===== config.mk =====
export PLATFORM = sky130hd
export DESIGN_NAME = fspa_stats
export DESIGN_NICKNAME = d
export VERILOG_FILES = /design/src/fspa_pkg.sv /design/src/fspa_stats.sv
export SDC_FILE = /design/constraint.sdc
export NUM_CORES = 1
export LEC_CHECK = 0
export BUFFER_PORTS_ARGS = -buffer_cell sky130_fd_sc_hd__buf_2
export CAP_MARGIN = 10
export CORE_ASPECT_RATIO = 0.9
export CORE_MARGIN = 10
export CORE_UTILIZATION = 33
export CTS_CLUSTER_DIAMETER = 100
export CTS_CLUSTER_SIZE = 12
export DETAILED_ROUTE_END_ITERATION = 10
export GPL_TIMING_DRIVEN = 0
export REMOVE_ABC_BUFFERS = 1
export SYNTH_ARGS = -nofsm -noshare
export SYNTH_HDL_FRONTEND = slang
export SYNTH_SLANG_ARGS = --single-unit

===== constraint.sdc =====
create_clock -name clk -period 6 [get_ports clk]
set_input_delay 0.3 -clock clk [delete_from_list [all_inputs] [get_ports clk]]
set_output_delay 0.3 -clock clk [all_outputs]
set_load 0.1 [all_outputs]

===== src/fspa_pkg.sv =====
// Package for the fixed slot pool allocator: sizes, op and register codes,
// and the command struct passed from the control to the totals unit.
// No dependencies.
package fspa_pkg;

  localparam int MAX_SLOTS = 1024;
  localparam int SLOT_W    = $clog2(MAX_SLOTS);
  localparam int LINK_W    = SLOT_W + 1;
  localparam int ADDR_W    = 32;
  localparam int OBJ_W     = 16;
  localparam int COUNT_W   = 11;
  localparam int PROD_W    = SLOT_W + OBJ_W;
  localparam int TOTAL_W   = 27;
  localparam int BYTES_W   = 26;
  localparam int CFG_IDX_W = 2;
  localparam int IN_DATA_W  = 16;
  localparam int OUT_DATA_W = 112;

  localparam logic [LINK_W-1:0] NULL_SLOT = LINK_W'(MAX_SLOTS);

  typedef enum logic [1:0] {
    OP_ALLOC = 2'd0,
    OP_FREE  = 2'd1,
    OP_CLEAR = 2'd2,
    OP_NOP   = 2'd3
  } op_t;

  typedef enum logic [CFG_IDX_W-1:0] {
    CFG_POOL_BASE   = 2'd0,
    CFG_SLOT_BYTES  = 2'd1,
    CFG_SLOT_COUNT  = 2'd2,
    CFG_UNUSED      = 2'd3
  } cfg_idx_t;

  typedef struct packed {
    logic clear;
    logic add;
    logic sub;
  } stats_cmd_t;

endpackage


===== src/fspa_stats.sv =====
// Running totals: used bytes, peak bytes and live slot count, with
// saturation. Depends on fspa_pkg.
module fspa_stats (
  input  logic                            clk,
  input  logic                            rst_n,
  input  fspa_pkg::stats_cmd_t            cmd,
  input  logic [fspa_pkg::OBJ_W-1:0]      slot_bytes,
  output logic [fspa_pkg::BYTES_W-1:0]    used_bytes,
  output logic [fspa_pkg::BYTES_W-1:0]    peak_bytes,
  output logic [fspa_pkg::COUNT_W-1:0]    live_count
);

  localparam logic [fspa_pkg::TOTAL_W-1:0] TOTAL_MAX = '1;
  localparam logic [fspa_pkg::COUNT_W-1:0] COUNT_MAX = '1;
  localparam logic [fspa_pkg::BYTES_W-1:0] BYTES_MAX = '1;

  logic [fspa_pkg::TOTAL_W-1:0] used_r, used_nxt;
  logic [fspa_pkg::TOTAL_W-1:0] peak_r, peak_nxt;
  logic [fspa_pkg::COUNT_W-1:0] count_r, count_nxt;
  logic [fspa_pkg::TOTAL_W:0]   sum;
  logic [fspa_pkg::TOTAL_W-1:0] obj_ext;

  always_comb begin
    obj_ext   = fspa_pkg::TOTAL_W'(slot_bytes);
    sum       = {1'b0, used_r} + {1'b0, obj_ext};
    used_nxt  = used_r;
    peak_nxt  = peak_r;
    count_nxt = count_r;
    if (cmd.clear) begin
      used_nxt  = '0;
      peak_nxt  = '0;
      count_nxt = '0;
    end else if (cmd.add) begin
      used_nxt = sum[fspa_pkg::TOTAL_W] ? TOTAL_MAX : sum[fspa_pkg::TOTAL_W-1:0];
      if (used_nxt > peak_r) begin
        peak_nxt = used_nxt;
      end
      if (count_r != COUNT_MAX) begin
        count_nxt = count_r + 1'b1;
      end
    end else if (cmd.sub) begin
      used_nxt = (used_r >= obj_ext) ? used_r - obj_ext : '0;
      if (count_r != '0) begin
        count_nxt = count_r - 1'b1;
      end
    end
  end

  always_ff @(posedge clk) begin
    if (!rst_n) begin
      used_r  <= '0;
      peak_r  <= '0;
      count_r <= '0;
    end else begin
      used_r  <= used_nxt;
      peak_r  <= peak_nxt;
      count_r <= count_nxt;
    end
  end

  assign used_bytes = used_r[fspa_pkg::TOTAL_W-1] ? BYTES_MAX
                                                  : used_r[fspa_pkg::BYTES_W-1:0];
  assign peak_bytes = peak_r[fspa_pkg::TOTAL_W-1] ? BYTES_MAX
                                                  : peak_r[fspa_pkg::BYTES_W-1:0];
  assign live_count = count_r;

endmodule


### Word-level counts from Yosys, hierarchy flattened

Cells that the tools add are included.

| storage, ports and cells | value |
|---|---|
| bits in registers | 65 |
| input bits | 21 |
| output and inout bits | 63 |
| word-level logic and storage cells | 28 |

| operators by class | value |
|---|---|
| $add $sub $neg | 4 |
| $lt $le $gt $ge | 2 |
| equality and inequality tests | 2 |
| mux-type cells | 10 |
| bitwise gates (word level) | 1 |
| reduce and logical (&&, ||, !) cells | 6 |

Operator list:

| operator | number |
|---|---|
| 27-bit two-way mux | 4 |
| 26-bit two-way mux | 2 |
| 11-bit two-way mux | 4 |
| 27-bit by 16-bit adder with 28-bit output | 1 |
| 27-bit by 16-bit greater-or-equal comparator with 1-bit output | 1 |
| 27-bit > comparator | 1 |
| 27-bit by 16-bit subtractor with 27-bit output | 1 |
| 11-bit by 1-bit adder with 11-bit output (second input constant) | 1 |
| 11-bit inequality test (second input constant) | 1 |
| 11-bit nonzero test | 1 |
| 11-bit by 1-bit subtractor with 11-bit output (second input constant) | 1 |
| 2-bit nonzero test | 2 |
| 3-bit AND reduction | 1 |
| 2-bit by 1-bit inequality test with 1-bit output (second input constant) | 1 |
| 2-bit AND reduction | 1 |
| 2-bit OR reduction | 1 |
| 1-bit NOT | 1 |

### Logic depth before layout (Yosys ltp)

Gate-level depths: netlist of run 1.

| logic depth | value |
|---|---|
| depth in word-level cells | 4 |
| depth in mapped cells | 21 |
| depth with buffers taken out | 19 |

### Least setup slack after synthesis of run 1

Ideal clock, no wire load.

| timing path | value |
|---|---|
| path type | input-to-reg |
| start | in slot_bytes[8] in the netlist's numbering |
| end | reg peak_r[3] in the netlist's numbering |
| setup time | 0.128 ns |
| data arrival time | 4.589 ns |
| required time | 5.872 ns |
| setup slack | 1.283 ns |
| stages on the path | 21 |
| path buffers | 4 |
| cell sequence | inv_1 > ha_1 > clkbuf_1 > nor3_1 > a21boi_0 > a31o_2 > a21o_1 > o21ai_1 > clkbuf_1 > buf_1 > nand2_1 > ha_1 > nand4_1 > o21ai_0 > o221a_2 > a311o_1 > a31oi_1 > a21oi_1 > clkbuf_1 > mux2i_1 > nor2_1 |

| between the ends | value |
|---|---|
| word-level cells in the longest chain between the ends | 4 |

Ends and longest elaborated chain:

| item | RTL line | RTL |
|---|---|---|
| start: declaration | fspa_stats.sv:7 | `input logic [fspa_pkg::OBJ_W-1:0] slot_bytes,` |
| 27-bit by 16-bit adder with 28-bit output (*) | fspa_stats.sv:25 | `sum = {1'b0, used_r} + {1'b0, obj_ext};` |
| 27-bit two-way mux (*) | fspa_stats.sv:34 | `used_nxt = sum[fspa_pkg::TOTAL_W] ? TOTAL_MAX : sum[fspa_pkg::TOTAL_W-1:0];` |
| 27-bit > comparator | fspa_stats.sv:35 | `if (used_nxt > peak_r) begin` |
| 2-bit AND reduction (no line) | - |  |
| end signal: assignment | fspa_stats.sv:56 | `peak_r <= peak_nxt;` |
| end: declaration | fspa_stats.sv:18 | `logic [fspa_pkg::TOTAL_W-1:0] peak_r, peak_nxt;` |

Every way passes the cells marked *; elsewhere a longest branch is shown, timed or not.
A chain may end at the register's enable or synchronous reset.

### Worst setup path in the final report of run 1

| timing path | value |
|---|---|
| start | reg used_r[10] in the netlist's numbering |
| end | reg peak_r[13] in the netlist's numbering |

| between the ends | value |
|---|---|
| word-level cells in the longest chain between the ends | 4 |

Ends and longest elaborated chain:

| item | RTL line | RTL |
|---|---|---|
| start: declaration | fspa_stats.sv:17 | `logic [fspa_pkg::TOTAL_W-1:0] used_r, used_nxt;` |
| start signal: assignment | fspa_stats.sv:55 | `used_r <= used_nxt;` |
| 27-bit by 16-bit adder with 28-bit output (*) | fspa_stats.sv:25 |  |
| 27-bit two-way mux (*) | fspa_stats.sv:34 |  |
| 27-bit > comparator | fspa_stats.sv:35 |  |
| 2-bit AND reduction (no line) | - |  |

Marked as above.

==> results_dict.tcl, run 1 <==
set metrics [dict create \
    status "finished, final reports clean" \
    fin_cells 1146 \
    nets 985 \
    grt_max_degree 38 \
    grt_overflow 0 \
    layout-drive-gt1-share_pct 16.26 \
    cts_made_buffers 9 \
    hpwl_mm 14.91 \
    synthAdderAreaFrac_pct 14.57 \
    routed_via_density 5.427 \
    skew_ns 0.01030 \
    cp.required_ns 6.18 \
    synth_edf_count 0 \
    synth.distinct_cells 72 \
    synth_top_family_by_area "simple AND/OR/NAND/NOR gates" \
    fmax_mhz 188.2 \
    cts_num_sinks 65 \
    postSynthCellCount 842 \
    ant_nets 0 \
    worst_slew_pin_slew_ns 1.119 \
    synthMuxAreaShare_pct 2.422 \
    postLayoutSetupSlackWorst_ns 0.6871 \
    fp.dieH_um 150.6 \
    die-area_um2 24860 \
    fin_area_um2 7181 \
    final_core_util_pct 38.76 \
    track_usage_pct 15.67 \
    synth_top_cells_by_area "dfxtp_1, ha_1, nand2_1, nor2_1, inv_1" \
    synth_area_leader_cell "dfxtp_1" \
    avgSynthCellArea_um2 7.424 \
    clock-root-buffer "clkbuf_16" \
    synth.most_common_cell "nand2_1" \
    initial_core_util_pct 33.75 \
    drtPass1Iterations 6 \
    cts_tree "built" \
    setup_viol 0 \
    synthXorXnorAreaFrac_pct 5.464 \
    p_leak_nw 3.464 \
    netlist_area_um2 6251 \
    antenna_found_initial 5 \
    grt_pass1_vias 5807 \
    rows 47 \
    htreeDepth 3 \
    clk_pin_slew_worst_paths_ns 0.06 \
    crit_path_end_kind "flop" \
    syn_to_final_growth_pct 14.87 \
    arrival_ns 5.50 \
    drtIter0Drc 382 \
    synth_flop_cell "dfxtp_1" \
    coreArea_um2 18520 \
    finalMaxSlewViolations 0 \
    relSlewSlack_pct 24.80 \
    finalCritPeriodShare_pct 88.55 \
    synth_seq_cells 65 \
    ys_warn_count 0 \
    drt-total-wl_mm 19.79 \
    dp_slack_ns 0.2694 \
    drc_errors 0 \
    rsz0062_at_grt "no" \
    synth_common_cells "nand2_1, nor2_1, inv_1" \
    wire_per_inst_um 17.27 \
    cts_buffer_depth 2 \
    place_inst 1126 \
    place_congestion 0.8707 \
    maxCapViolations 0 \
    worst-path-max-fanout 24 \
    clk_latency_ns 0.35 \
    die_w_um 165.1 \
    power.density_nw_per_um2 305.2 \
    start_kind "flop" \
    synth_top_area_share_pct 20.82 \
    post-route-min-period_ns 5.313 \
    postPlaceCellArea_um2 6875 \
    synthArstFlopShare_pct 0 \
    synth_compound_area_share_pct 24.00 \
    hold_violations 0 \
    irDropWorstVdd_uv 148.6 \
    postCtsHoldBufs 0 \
    grt_pass1_wl_mm 31.09 \
    io_pins 84 \
    yosys.area_share.simple_pct 24.96 \
    num_vias 6219 \
    path_class "reg -> reg" \
    portBuffers 83 \
    synth-seq-area-share_pct 20.82 \
    hold_path_class "in -> reg" \
]
[report_power, final]
part / switching, W / leakage, nW / internal, W
clock: 0.000214 / 0.140 / 0.000321
combinational: 0.000863 / 2.80 / 0.000293
sequential: 0.0000328 / 0.528 / 0.000467
total: 0.00111 / 3.46 / 0.00108
[layer usage]
layer	part of all wire [%]	global-route usage, %
met3	7.8	4.395
met2	42	23.07
met1	48	21.33
met5	0.11	0
met4	1.8	5.398
[logic make-up (layout without fill, tap and decap cells)]
logic type / count (synthesis) / after routing
AND/OR/NAND/NOR: 308 / 308
AO/OA/AOI/OAI: 217 / 218
buffers and inverters: 127 / 182
adder cells (fa/ha/maj): 71 / 71
flip-flops: 65 / 65
XOR/XNOR: 39 / 39
multiplexers: 15 / 15
other: 0 / 3
[path summary, 6_finish.rpt]
check / startpoint / slack [ns] / depth (start not counted) / endpoint
max: used_r[10]$_SDFFE_PP0P_ / 0.69 / 17 / peak_r[13]$_SDFFE_PP0P_
min reg2reg: peak_r[25]$_SDFFE_PP0P_ / 0.47 / 2 / peak_r[25]$_SDFFE_PP0P_
min: cmd[2] / 0.34 / 4 / peak_r[20]$_SDFFE_PP0P_
max reg2reg: used_r[10]$_SDFFE_PP0P_ / 0.69 / 17 / peak_r[13]$_SDFFE_PP0P_
[critical path, cell delays in order, from the launching register on]
cell	delay [ns]
dfxtp_1	0.33
ha_1	0.52
inv_1	0.22
and2_1	0.20
o221a_2	0.26
a21o_1	0.24
o21ai_4	0.53
o21ai_0	0.42
ha_1	0.42
nand4_1	0.14
a21oi_1	0.05
or4_1	0.51
a311o_1	0.34
a31oi_1	0.27
a21oi_4	0.23
buf_16	0.24
o21ai_0	0.16
a31oi_1	0.05
[cell type report]
type / count / area (um^2)
inverter: 80 / 300.3
antenna: 3 / 7.507
tap: 245 / 306.5
clock buffer: 11 / 232.7
fill: 2001 / 11340
sequential: 65 / 1301
timing repair buffer: 86 / 478.0
clock inverter: 5 / 56.30
multi-input combinational: 651 / 4498
[timing repair]
action,CTS,global route
setup buffers,0,0
gates resized for setup,0,0
setup endpoints to repair,0,9
[cell usage in the layout (no fill, tap or decap), types with 30 or more instances in the layout]
cell,netlist,routed
nand2_1,82,82
buf_2,1,83
o21ai_0,34,34
or2_2,30,30
a21oi_1,46,45
dfxtp_1,65,65
xnor2_1,30,30
nor2_1,80,80
inv_1,79,79
ha_1,68,68
[per-stage QoR]
stage	TNS (ns)	total power, W	hold slack [ns]
after floorplan	-7.791	0.001430	0.4462
after global placement	-89.21	0.001643	0.4527
after detailed placement	0	0.001667	0.4588
after CTS	0	0.002208	0.3280
after global routing	0	0.002312	0.3531
final	0	0.002192	0.3405
[flip-flops by register name (all words and copies together) (netlist names)]
name / flops
peak_r: 27
used_r: 27
live_count: 11
(Power assumes the default switching activity.)
==> inputs of run 2 (changes only) <==
ABC_AREA = 1   (was default)
REMOVE_ABC_BUFFERS = default   (was 1)
==> results_dict.tcl, run 2 <==
set metrics [dict create \
    initial_core_util_pct 33.40 \
    synth.most_common_cell "nand2_1" \
    path_class "reg -> reg" \
    drt-total-wl_mm 27.31 \
    synth_common_cells "nand2_1, inv_1, nor2_1" \
    ys_warn_count 0 \
    cts_made_buffers 9 \
    clk_latency_ns 0.35 \
    grt_overflow 0 \
    rsz0062_at_grt "no" \
    nets 1508 \
    synth.distinct_cells 39 \
    routed_via_density 4.856 \
    drtIter0Drc 726 \
    synth_nets 1415 \
    coreArea_um2 22380 \
    synth_area_leader_cell "nand2_1" \
    drtPass1Iterations 5 \
    synth_seq_cells 65 \
    holdWs_ns 0.3591 \
    hold_violations 0 \
    irDropWorstVdd_uv 116.3 \
    cts_buffer_depth 2 \
    die-area_um2 29080 \
    fill_cells 2587 \
    portBuffers 82 \
    post_cts_buffers 0 \
    skew_ns 0.01099 \
    die_w_um 178.7 \
    fmax_mhz 231.7 \
    status "finished, final reports clean" \
    drc_errors 0 \
    layout_commonest_cell "nand2_1" \
    syn_to_final_growth_pct 14.74 \
    power.density_nw_per_um2 251.2 \
    io_pins 84 \
    synth_top_area_share_pct 22.39 \
    clk_pin_slew_worst_paths_ns 0.07 \
    postCtsHoldBufs 0 \
    cts_tree "built" \
    ant_nets 0 \
    layout_common_cells "nand2_1, inv_1, nor2_1, buf_2, nand3_1" \
    start_kind "flop" \
    antenna_found_initial 0 \
    final_core_util_pct 38.33 \
    crit_chain "ha_1 -> buf_4 -> o21ai_0 -> a21oi_1 -> nand3_2 -> nand2_2 -> nand2_4 -> inv_2 -> buf_6 -> nand3_2 -> ha_1 -> nand4_1 -> nor3_1 -> nand3_1 -> a21oi_2 -> clkbuf_1 -> nor2_1 -> nor2_1" \
    netlist_area_um2 7476 \
    grt_max_degree 16 \
    synth_flop_cell "dfxtp_1" \
    clock-root-buffer "clkbuf_16" \
    postLayoutSetupSlackWorst_ns 1.683 \
    finalCritPeriodShare_pct 71.95 \
    num_vias 8342 \
    place_congestion 0.9922 \
    worst-path-max-fanout 10 \
    worst_slew_pin_slew_ns 0.9258 \
    setup_viol 0 \
    setup-tns-final_ns 0 \
    synth-seq-area-share_pct 17.41 \
    wire_per_inst_um 15.90 \
    layout-drive-gt1-share_pct 12.60 \
    synthArstFlopShare_pct 0 \
    postSynthCellCount 1323 \
    p_leak_nw 5.137 \
    synth_edf_count 0 \
    cts_num_sinks 65 \
    htreeDepth 3 \
    post-route-min-period_ns 4.317 \
    post_cts_resized 0 \
    avgSynthCellArea_um2 5.651 \
    arrival_ns 4.59 \
    grt_pass1_wl_mm 43.23 \
    hold_path_class "in -> reg" \
    critical_path.max_stage_delay_ns 0.50 \
    grt_pass1_vias 7961 \
    crit_path_end_kind "flop" \
    rows 52 \
    hpwl_mm 22.26 \
    relSlewSlack_pct 38.05 \
    maxCapViolations 0 \
    synth_top_cells_by_area "nand2_1, dfxtp_1, ha_1, inv_1, nor2_1" \
    finalMaxSlewViolations 0 \
    slowest_stage "clkbuf_1" \
    track_usage_pct 18.88 \
    cp.required_ns 6.27 \
    antenna_cells 0 \
    dp_slack_ns 1.703 \
    fp.dieH_um 162.8 \
]
run 2: cell types whose count changed in the layout (fill, tap and decap cells not counted), moves of 15 or more:
cell / change
a31oi_1: -15
inv_1: +142
nand2_1: +364
nand3_1: +67
nand3_2: +19
nor2_1: +76
or2_2: -15
xnor2_1: -27
run 2: worst max-delay path, delay by kind of cell, from the launching register on:
family                   cells  cell delay (ns)
buffers and inverters        4             0.99
adder cells (fa/ha/maj)      2             0.64
AO/OA/AOI/OAI                3             0.82
AND/OR/NAND/NOR              9             1.40
flip-flops                   1             0.37
run 2: final timing paths:
kind / depth (start not counted) / end / slack (ns) / startpoint
worst max-delay path: 18 / peak_r[22]$_SDFFE_PP0P_ / 1.68 / used_r[10]$_SDFFE_PP0P_
worst min register to register: 2 / peak_r[25]$_SDFFE_PP0P_ / 0.46 / peak_r[25]$_SDFFE_PP0P_
worst min-delay path: 4 / live_count[3]$_SDFFE_PP0P_ / 0.36 / cmd[2]
worst max register to register: 18 / peak_r[22]$_SDFFE_PP0P_ / 1.68 / used_r[10]$_SDFFE_PP0P_
run 2: cells by family after synthesis:
kind of cell | share of synthesized area [%]
adders and majority gates | 12.18
buffers and inverters | 14.39
and+or+nand+nor | 44.64
xor gates and xnor gates | 3.046
AOI/OAI and AO/OA | 8.335
DFF | 17.41
run 2: routing by layer:
layer	global-route usage, %	routed length [um]
met4	5.295	625
met2	29.04	11670
met5	0	0
met3	3.431	1882
met1	26.27	13130
run 2: metrics by stage:
step,instances,total power (W),cell area [um^2]
2_1_floorplan,1323,0.001331,7476
3_3_place_gp,1702,0.001558,8258
3_5_place_dp,1702,0.001564,8258
4_1_cts,1718,0.002161,8578
5_1_grt,1718,0.002299,8578
6_report,1718,0.002155,8578
run 2: final cells by class:
cell class	count	area [um^2]	share of cell area (%)
flip-flops and latches	65	1301	15.17
multi-input cells	991	5099	59.44
clock buffers	9	225.2	2.625
well taps	297	371.6	4.332
repair buffers	82	410.4	4.784
clock inverters	7	95.09	1.109
inverters	230	863.3	10.06
plain buffers	37	212.7	2.480
run 2: report_power, final:
group,leakage (nW),total (W),internal [W],switching (W)
Sequential,0.529,0.000498,0.000469,0.0000292
Clock,0.155,0.000593,0.000364,0.000229
Combinational,4.45,0.00106,0.000260,0.000804
==> inputs of run 3 (changes only) <==
clock period = 4.19 ns   (was 6 ns; I/O delays follow)
==> results_dict.tcl, run 3 (synthesized netlist as in run 2, its figures left out) <==
set metrics [dict create \
    finalMaxSlewViolations 0 \
    grt_pass1_wl_mm 43.23 \
    syn_to_final_growth_pct 16.03 \
    postLayoutSetupSlackWorst_ns 0.2654 \
    dp_slack_ns -0.04483 \
    nets 1509 \
    die-area_um2 29080 \
    crit_path_end_kind "flop" \
    drc_errors 0 \
    fin_cells 1719 \
    htreeDepth 3 \
    finalCritPeriodShare_pct 93.67 \
    routed_via_density 4.901 \
    portBuffers 82 \
    relSlewSlack_pct 34.14 \
    arrival_ns 4.19 \
    irDropWorstVdd_uv 168.1 \
    final_core_util_pct 38.76 \
    clk_pin_slew_worst_paths_ns 0.07 \
    antenna_found_initial 0 \
    cts_tree "built" \
    wire_per_inst_um 16.03 \
    coreArea_um2 22380 \
    ant_nets 0 \
    post-route-min-period_ns 3.925 \
    start_kind "flop" \
    fmax_mhz 254.8 \
    antenna_cells 0 \
    drtIter0Drc 681 \
    cts_made_buffers 9 \
    clk_latency_ns 0.34 \
    track_usage_pct 18.88 \
    status "finished, final reports clean" \
    cts_buffer_depth 2 \
    worst_slew_pin_slew_ns 0.9842 \
    maxCapViolations 0 \
    place_inst 1702 \
    initial_core_util_pct 33.40 \
    cp.required_ns 4.46 \
    fp.dieH_um 162.8 \
    power.density_nw_per_um2 361.6 \
    hpwl_mm 22.26 \
    layout_commonest_cell "nand2_1" \
    drt-total-wl_mm 27.56 \
    postCtsHoldBufs 0 \
    skew_ns 0.008535 \
    rows 52 \
    hold_path_class "in -> reg" \
    drtPass1Iterations 5 \
    grt_max_degree 16 \
    die_w_um 178.7 \
    num_vias 8424 \
    setup-tns-final_ns 0 \
    worst-path-max-fanout 10 \
    grt_pass1_vias 7961 \
    setup_viol 0 \
    io_pins 84 \
    layout-drive-gt1-share_pct 13.50 \
    p_leak_nw 5.174 \
    grt_overflow 0 \
    path_class "reg -> reg" \
    hold_violations 0 \
    clock-root-buffer "clkbuf_16" \
    layout_common_cells "nand2_1, inv_1, nor2_1, buf_2, nand3_1" \
    place_congestion 0.9922 \
    cts_num_sinks 65 \
]
## run 3: where the power goes
group | switching [W] | internal (W) | total, W | leakage [nW]
Combinational | 0.00117 | 0.000404 | 0.00158 | 4.49
Clock | 0.000326 | 0.000522 | 0.000848 | 0.155
Sequential | 0.0000419 | 0.000671 | 0.000713 | 0.529
Total | 0.00154 | 0.00160 | 0.00314 | 5.17
## run 3: final timing paths
path / to / cells after the start / slack (ns) / from
worst max register to register: peak_r[25]$_SDFFE_PP0P_ / 18 / 0.27 / used_r[10]$_SDFFE_PP0P_
worst max-delay path: peak_r[25]$_SDFFE_PP0P_ / 18 / 0.27 / used_r[10]$_SDFFE_PP0P_
worst min-delay path: live_count[3]$_SDFFE_PP0P_ / 4 / 0.28 / cmd[2]
worst min register to register: peak_r[12]$_SDFFE_PP0P_ / 2 / 0.46 / peak_r[12]$_SDFFE_PP0P_
## run 3: timing repair
| item | CTS | global route |
|---|---|---|
| hold endpoints to repair | 0 | 0 |
| endpoints found under the setup margin | 10 | 27 |
| pin swaps | 0 | 1 |
| gates resized for setup | 1 | 28 |
| setup buffers | 0 | 1 |
## run 3: layout make-up
type	count	area, um^2
Clock inverter	7	95.09
Buffer	37	242.7
Clock buffer	9	225.2
Inverter	230	865.8
Tap cell	297	371.6
Timing Repair Buffer	83	417.9
Fill cell	2581	13710
Sequential cell	65	1301
Multi-Input combinational cell	991	5155
## run 3: through the flow
step,area [um^2],hold WS (ns),power (W)
2_1_floorplan,7476,0.4256,0.001905
3_3_place_gp,8258,0.4526,0.002230
3_5_place_dp,8258,0.4580,0.002240
4_1_cts,8579,0.2559,0.003095
5_1_grt,8675,0.2975,0.003346
6_report,8675,0.2755,0.003137
## run 3: worst max-delay path: stages, from the launching register on
cell and delay, ns:
dfxtp_1 0.37, ha_1 0.30, buf_4 0.16, o21ai_1 0.18
a21oi_1 0.27, nand3_4 0.16, nand2_2 0.11, nand2_4 0.09
inv_4 0.11, buf_6 0.20, nand3_2 0.16, ha_1 0.34
nand4_1 0.15, nor3_2 0.25, nand3_1 0.21, a21oi_4 0.30
clkbuf_4 0.28, nand2_1 0.07, a21oi_1 0.11
## run 3: layer usage
metal  vias up  wire length (um)  part of all wire (%)  track usage, %
li1       4285                 -                     -               -
met1      3830             13310                    48           26.27
met2       275             11820                    43           29.04
met3        34              1796                   6.5           3.431
met4         0               625                   2.3           5.295
met5         -                 0                     0               0
